## config.mk

```make
export PLATFORM = sky130hd
export DESIGN_NAME = jps_forced_neighbor_check_3d_unit
export DESIGN_NICKNAME = d
export VERILOG_FILES = /design/src/rtl/jfn_pkg.sv /design/src/rtl/jps_forced_neighbor_check_3d_unit.sv /design/src/rtl/jfn_decode.sv /design/src/rtl/jfn_eval.sv /design/src/rtl/jfn_reduce.sv
export SDC_FILE = /design/constraint.sdc
export NUM_CORES = 1
export LEC_CHECK = 0
export BUFFER_PORTS_ARGS = -buffer_cell sky130_fd_sc_hd__buf_2
export CELL_PAD_IN_SITES_DETAIL_PLACEMENT = 1
export CELL_PAD_IN_SITES_GLOBAL_PLACEMENT = 1
export CORE_MARGIN = 2
export CORE_UTILIZATION = 55
export CTS_CLUSTER_SIZE = 28
export DETAILED_ROUTE_END_ITERATION = 8
export GPL_TIMING_DRIVEN = 0
export PLACE_DENSITY_LB_ADDON = 0.1
export SETUP_SLACK_MARGIN = 0.3
export SYNTH_ARGS = -nofsm -noshare
export SYNTH_HDL_FRONTEND = slang
export SYNTH_HIERARCHICAL = 1
export SYNTH_SLANG_ARGS = --single-unit
```

## constraint.sdc

```tcl
create_clock -name aclk -period 12.9 [get_ports aclk]
set_input_delay 0.645 -clock aclk [delete_from_list [all_inputs] [get_ports aclk]]
set_output_delay 0.645 -clock aclk [all_outputs]
set_load 0.02 [all_outputs]
```

## src/rtl/jfn_pkg.sv

```systemverilog
package jfn_pkg;

    localparam int WIN_CELLS = 125;
    localparam int NUM_OFFSETS = 27;
    localparam int CENTER_OFFSET = 13;
    localparam int CELL_IDX_W = 7;

    localparam logic [0:0] CFG_MODE_2D = 1'b0;
    localparam logic [0:0] CFG_ALLOW_DIAG = 1'b1;

    typedef logic signed [1:0] dir_t;

    typedef struct packed {
        logic [WIN_CELLS-1:0]   win;
        dir_t                   dir_x;
        dir_t                   dir_y;
        dir_t                   dir_z;
        logic [NUM_OFFSETS-1:0] elig;
    } dec_t;

    function automatic dir_t dir_norm(input logic [1:0] code);
        dir_t d;
        case (code)
            2'b00: d = 2'sd0;
            2'b01: d = 2'sd1;
            default: d = -2'sd1;
        endcase
        return d;
    endfunction

    function automatic int cell_index(input int dx, input int dy, input int dz);
        return (dz + 2) * 25 + (dy + 2) * 5 + (dx + 2);
    endfunction

    function automatic int back_step(input int o, input int d);
        return (o != 0 && d != 0) ? o - d : o;
    endfunction

    function automatic logic axis_ok(input int o, input int d);
        return (d == 0) ? (o == 0) : (o == 0 || o == d);
    endfunction

    function automatic logic offset_eligible(input int ox, input int oy, input int oz,
                                             input dir_t ux, input dir_t uy, input dir_t uz,
                                             input logic mode_2d, input logic allow_diag);
        int x;
        int y;
        int z;
        int n;
        logic ok;
        x = int'(ux);
        y = int'(uy);
        z = int'(uz);
        n = int'(ox != 0) + int'(oy != 0) + int'(oz != 0);
        ok = 1'b1;
        if (ox == x && oy == y && oz == z) ok = 1'b0;
        if (mode_2d && oz != 0) ok = 1'b0;
        if (!allow_diag && n != 1) ok = 1'b0;
        if (axis_ok(ox, x) && axis_ok(oy, y) && axis_ok(oz, z)) ok = 1'b0;
        if (!((ox != 0 && x != 0) || (oy != 0 && y != 0) || (oz != 0 && z != 0))) ok = 1'b0;
        return ok;
    endfunction

    function automatic logic [CELL_IDX_W-1:0] blocker_index(input int ox, input int oy,
                                                            input int oz, input dir_t ux,
                                                            input dir_t uy, input dir_t uz);
        return CELL_IDX_W'(cell_index(back_step(ox, int'(ux)), back_step(oy, int'(uy)),
                                      back_step(oz, int'(uz))));
    endfunction

endpackage

```

## src/rtl/jps_forced_neighbor_check_3d_unit.sv

```systemverilog
// Channel  Dir  Width  Contents
// s_axis   in   136    free_cells_low, free_cells_high, dir_x, dir_y, dir_z
// m_axis   out  8      forced
// cfg      in   1+1    mode_2d (index 0), diagonal enable (index 1)
//
// One transaction is taken per cycle unless a stall backs up to the first stage; each
// result passes three registers: direction decode, per-offset check, OR of the 26 checks.
// Reset is synchronous and active low; it empties the pipeline and loads the
// configuration defaults. A stall on the output holds each full stage whose next
// stage is full too, and lets empty stages fill, so nothing is dropped or repeated.
module jps_forced_neighbor_check_3d_unit import jfn_pkg::*; (
    input  logic         aclk,
    input  logic         aresetn,
    input  logic         s_tvalid,
    output logic         s_tready,
    // Bits from low: free_cells_low[63:0], free_cells_high[124:64], dir_x[126:125],
    // dir_y[128:127], dir_z[130:129], zero padding[135:131].
    input  logic [135:0] s_tdata,
    output logic         m_tvalid,
    input  logic         m_tready,
    // Bits from low: forced[0], zero padding[7:1].
    output logic [7:0]   m_tdata,
    input  logic         cfg_wr_en,
    input  logic [0:0]   cfg_index,
    input  logic [0:0]   cfg_data
);

    logic mode_2d_reg;
    logic allow_diag_reg;
    logic en1;
    logic en2;
    logic en3;
    logic v1;
    logic v2;
    logic v3;
    dec_t dec;
    logic [NUM_OFFSETS-1:0] hit;
    logic forced;

    always_ff @(posedge aclk) begin
        if (!aresetn) begin
            mode_2d_reg <= 1'b0;
            allow_diag_reg <= 1'b1;
        end else if (cfg_wr_en) begin
            case (cfg_index)
                CFG_MODE_2D: mode_2d_reg <= cfg_data[0];
                CFG_ALLOW_DIAG: allow_diag_reg <= cfg_data[0];
                default: ;
            endcase
        end
    end

    assign en3 = !v3 || m_tready;
    assign en2 = !v2 || en3;
    assign en1 = !v1 || en2;
    assign s_tready = en1;

    jfn_decode u_decode (
        .aclk           (aclk),
        .aresetn        (aresetn),
        .load_en        (en1),
        .in_valid       (s_tvalid),
        .free_cells_low (s_tdata[63:0]),
        .free_cells_high(s_tdata[124:64]),
        .dir_x          (s_tdata[126:125]),
        .dir_y          (s_tdata[128:127]),
        .dir_z          (s_tdata[130:129]),
        .mode_2d        (mode_2d_reg),
        .diag_en        (allow_diag_reg),
        .valid_reg      (v1),
        .dec_reg        (dec)
    );

    jfn_eval u_eval (
        .aclk     (aclk),
        .aresetn  (aresetn),
        .load_en  (en2),
        .in_valid (v1),
        .dec      (dec),
        .valid_reg(v2),
        .hit_reg  (hit)
    );

    jfn_reduce u_reduce (
        .aclk      (aclk),
        .aresetn   (aresetn),
        .load_en   (en3),
        .in_valid  (v2),
        .hit       (hit),
        .valid_reg (v3),
        .forced_reg(forced)
    );

    assign m_tvalid = v3;
    assign m_tdata = {7'b0, forced};

    a_ready_when_out_empty: assert property (
        @(posedge aclk) disable iff (!aresetn) !m_tvalid |-> s_tready
    ) else $error("input not ready while the output register is empty");

    a_three_cycle_latency: assert property (
        @(posedge aclk) disable iff (!aresetn)
        (s_tvalid && s_tready && m_tready) ##1 m_tready ##1 m_tready |=> m_tvalid
    ) else $error("result missing three cycles after an unstalled transaction");

    a_zero_dir_not_forced: assert property (
        @(posedge aclk) disable iff (!aresetn)
        (s_tvalid && s_tready && m_tready && s_tdata[130:125] == 6'b0)
        ##1 m_tready ##1 m_tready |=> !m_tdata[0]
    ) else $error("zero direction reported a forced neighbor");

endmodule

```

## src/rtl/jfn_decode.sv

```systemverilog
module jfn_decode import jfn_pkg::*; (
    input  logic                 aclk,
    input  logic                 aresetn,
    input  logic                 load_en,
    input  logic                 in_valid,
    input  logic [63:0]          free_cells_low,
    input  logic [60:0]          free_cells_high,
    input  logic [1:0]           dir_x,
    input  logic [1:0]           dir_y,
    input  logic [1:0]           dir_z,
    input  logic                 mode_2d,
    input  logic                 diag_en,
    output logic                 valid_reg,
    output dec_t                 dec_reg
);

    dec_t dec_next;
    logic valid_next;

    always_comb begin
        dec_next.win = {free_cells_high, free_cells_low};
        dec_next.dir_x = dir_norm(dir_x);
        dec_next.dir_y = dir_norm(dir_y);
        dec_next.dir_z = dir_norm(dir_z);
        for (int k = 0; k < NUM_OFFSETS; k++) begin
            if (k == CENTER_OFFSET) begin
                dec_next.elig[k] = 1'b0;
            end else begin
                dec_next.elig[k] = offset_eligible(k % 3 - 1, (k / 3) % 3 - 1, k / 9 - 1,
                                                   dec_next.dir_x, dec_next.dir_y,
                                                   dec_next.dir_z, mode_2d, diag_en);
            end
        end
    end

    assign valid_next = load_en ? in_valid : valid_reg;

    always_ff @(posedge aclk) begin
        if (!aresetn) begin
            valid_reg <= 1'b0;
        end else begin
            valid_reg <= valid_next;
        end
    end

    always_ff @(posedge aclk) begin
        if (load_en && in_valid) begin
            dec_reg <= dec_next;
        end
    end

endmodule

```

## src/rtl/jfn_eval.sv

```systemverilog
module jfn_eval import jfn_pkg::*; (
    input  logic                   aclk,
    input  logic                   aresetn,
    input  logic                   load_en,
    input  logic                   in_valid,
    input  dec_t                   dec,
    output logic                   valid_reg,
    output logic [NUM_OFFSETS-1:0] hit_reg
);

    logic [NUM_OFFSETS-1:0] hit_next;
    logic valid_next;

    for (genvar k = 0; k < NUM_OFFSETS; k++) begin : g_off
        localparam int OX = k % 3 - 1;
        localparam int OY = (k / 3) % 3 - 1;
        localparam int OZ = k / 9 - 1;
        localparam int CAND = cell_index(OX, OY, OZ);
        if (k == CENTER_OFFSET) begin : g_center
            assign hit_next[k] = 1'b0;
        end else begin : g_side
            logic [CELL_IDX_W-1:0] blk_idx;
            assign blk_idx = blocker_index(OX, OY, OZ, dec.dir_x, dec.dir_y, dec.dir_z);
            assign hit_next[k] = dec.elig[k] & dec.win[CAND] & ~dec.win[blk_idx];
        end
    end

    assign valid_next = load_en ? in_valid : valid_reg;

    always_ff @(posedge aclk) begin
        if (!aresetn) begin
            valid_reg <= 1'b0;
        end else begin
            valid_reg <= valid_next;
        end
    end

    always_ff @(posedge aclk) begin
        if (load_en && in_valid) begin
            hit_reg <= hit_next;
        end
    end

endmodule

```

## src/rtl/jfn_reduce.sv

```systemverilog
module jfn_reduce import jfn_pkg::*; (
    input  logic                   aclk,
    input  logic                   aresetn,
    input  logic                   load_en,
    input  logic                   in_valid,
    input  logic [NUM_OFFSETS-1:0] hit,
    output logic                   valid_reg,
    output logic                   forced_reg
);

    logic valid_next;
    logic forced_next;

    assign valid_next = load_en ? in_valid : valid_reg;
    assign forced_next = |hit;

    always_ff @(posedge aclk) begin
        if (!aresetn) begin
            valid_reg <= 1'b0;
        end else begin
            valid_reg <= valid_next;
        end
    end

    always_ff @(posedge aclk) begin
        if (load_en && in_valid) begin
            forced_reg <= forced_next;
        end
    end

endmodule

```

==> impl_metrics.yaml <==
clock_tree:
  cts_resized: 0
  clockBufferDepth: 2
  cts_made_buffers: 17
  cts_tree: "done"
  insertion_delay_ns: 0.50
  cts_setup_buffers: 0
  cts_root_buf: "clkbuf_16"
  hold_buffers: 0
  htree_levels: 4
  clk_pin_slew_worst_paths_ns: 0.07
  clkSinkCount: 189
sta:
  rsz0062_at_grt: "false"
  setup_viol: 0
  max_clock_freq_mhz: 110
  worst_pin_slew_ns: 1.58
  fin_skew_ns: 0.0127
  hold_viol_final: 0
  slew_headroom: -0.0830
  final_max_slew_viol_count: 82
  fin_crit_sh: 0.703
  min_period_ns: 9.07
  final.setup.tns_ns: 0
global_routing:
  grt_remaining_overflow: 0
  grt_pass1_vias: 21097
  grt_pass1_wl_um: 152000
  grt_max_degree: 81
  antenna_found_initial: 7
  grt_usage: 0.520
setup_path:
  critPathLaunch: "u_decode/dec_reg[30]$_DFFE_PP_"
  crit_fanout: 14
  cp_top_family: "buffers and inverters"
  reg2reg_from: "u_decode/dec_reg[30]$_DFFE_PP_"
  path_common_cell: "clkbuf_1"
  cp_slowest_stage_delay_ns: 0.73
  critical_path_arrival_ns: 9.28
  cpMaxStageDelayCell: "fa_1"
  critPathCaptureType: "register"
  cp_cell_sequence: "buf_2, clkinv_1, ha_1, and2b_2, inv_2, buf_2, clkbuf_1, ha_1, ha_1, clkbuf_1, inv_2, buf_1, fa_1, clkbuf_1, clkbuf_1, clkbuf_1, mux4_2, mux2i_1, nand2_1, o211ai_1, o21ai_0, o2111a_1"
  cp.required_ns: 13.11
  crit_type: "register to register"
  critPathLaunchType: "register"
  path_buf_inv: 11
hold_path:
  hp-class: "input port to register"
  hold_start: "s_tdata[11]"
layout:
  final_core_util: 0.606
  drive_gt1_frac: 0.324
  final_nets: 2174
  multi_input_area_mm2: 0.0162
  seq_area_mm2: 0.00563
  area_growth_pct: 9.32
  largest_register_ffs: 157
  fill_cells: 4065
place:
  gp_congestion: 1.15
  dp_hpwl_um: 79900
  io_buffers: 137
logic_synthesis:
  synth_area_per_cell_um2: 12.5
  synthCells: 1796
  ys_warn_count: 6
  netlist_area_mm2: 0.0225
flow_run:
  cap_violations: 14
routing:
  num_vias: 20864
  drc: 0
  drt_wl_total_um: 109000
  drt-pass1-iter-count: 6
  vias_per_cell: 8.31
  post_drt_wl_per_cell_um: 43.4
  drtIter0Drc: 3356
  ant_nets: 0
die:
  core_mm2: 0.0406
  ios: 153
  die_w_um: 206
  dieArea_mm2: 0.0426
  start_util: 0.554
  fp.dieH_um: 206
  fp-row-count: 74
status:
  violations: "max-capacitance violations, max-slew violations"
  status: "finished, violations left"
power:
  powerDensity_mw_per_mm2: 208
  ir_drop_mv: 0.129
  p_leak_nw: 8.94
## placed cells by master, fill, tap and decap left out, types with 17 or more instances in the layout
cell type	instances
buf_1	24
clkbuf_16	17
mux4_2	338
clkbuf_1	73
inv_1	23
ha_1	54
nor2b_1	28
nand2_1	132
a211oi_1	29
xnor2_1	53
mux2_2	25
edfxtp_1	184
o21ai_0	49
a21oi_1	72
buf_2	166
mux2i_1	224
xor2_1	35
nand3_1	27
nor3_1	22
nor2_1	76
## worst reg2reg max path, cell delays in order (launching register included)
cell,delay [ns]
edfxtp_1,0.66
buf_2,0.35
clkinv_1,0.54
ha_1,0.42
and2b_2,0.23
inv_2,0.10
buf_2,0.26
clkbuf_1,0.33
ha_1,0.45
ha_1,0.60
clkbuf_1,0.52
inv_2,0.25
buf_1,0.54
fa_1,0.74
clkbuf_1,0.41
clkbuf_1,0.62
clkbuf_1,0.47
mux4_2,0.38
mux2i_1,0.16
nand2_1,0.08
o211ai_1,0.12
o21ai_0,0.15
o2111a_1,0.39
## layer usage
layer	vias to the layer above	part of all wire	global-route usage
met5	-	0.0015	0.0119
li1	7674	-	-
met2	2199	0.42	0.746
met4	14	0.099	0.406
met1	10313	0.32	0.592
met3	664	0.15	0.251
## report_power, final
part	total, mW	internal, mW	leakage (nW)	switching, mW
clock network	0.538	0.271	0.275	0.267
logic	3.69	1.65	6.84	2.04
registers	0.893	0.741	1.82	0.151
total	5.12	2.67	8.94	2.46
## metrics by stage
stage                     cells  hold WS [ns]  instance area, um^2  power, mW  setup slack, ns
after global placement     2471         0.502                23900       4.28             4.29
after floorplan            1802         0.469                22600       3.38             6.11
after global routing       2506         0.299                24600       5.23             3.33
final                      2512         0.314                24600       5.12             3.83
after detailed placement   2474         0.542                24000       4.39             4.08
after CTS                  2506         0.291                24600       4.95             4.01
## final timing paths
| kind | to | slack (ns) | cells past startpoint |
|---|---|---|---|
| setup reg to reg | u_eval/hit_reg[8]$_DFFE_PP_ | 3.83 | 22 |
| hold reg to reg | u_reduce/forced_reg$_DFFE_PP_ | 0.57 | 2 |
| hold / removal | u_decode/dec_reg[44]$_DFFE_PP_ | 0.31 | 1 |
| setup / recovery | u_eval/hit_reg[8]$_DFFE_PP_ | 3.83 | 22 |
## area by class of cell
type	count	share of cell area
diodes	6	0.000609
plain buffers	142	0.0263
clock buffers	19	0.0176
clock inverters	13	0.00548
inverters	32	0.00488
multi-input cells	1439	0.659
flip-flops and latches	189	0.228
well taps	532	0.0270
repair buffers	140	0.0305
Note: power is estimated with default switching activity, not from simulation.
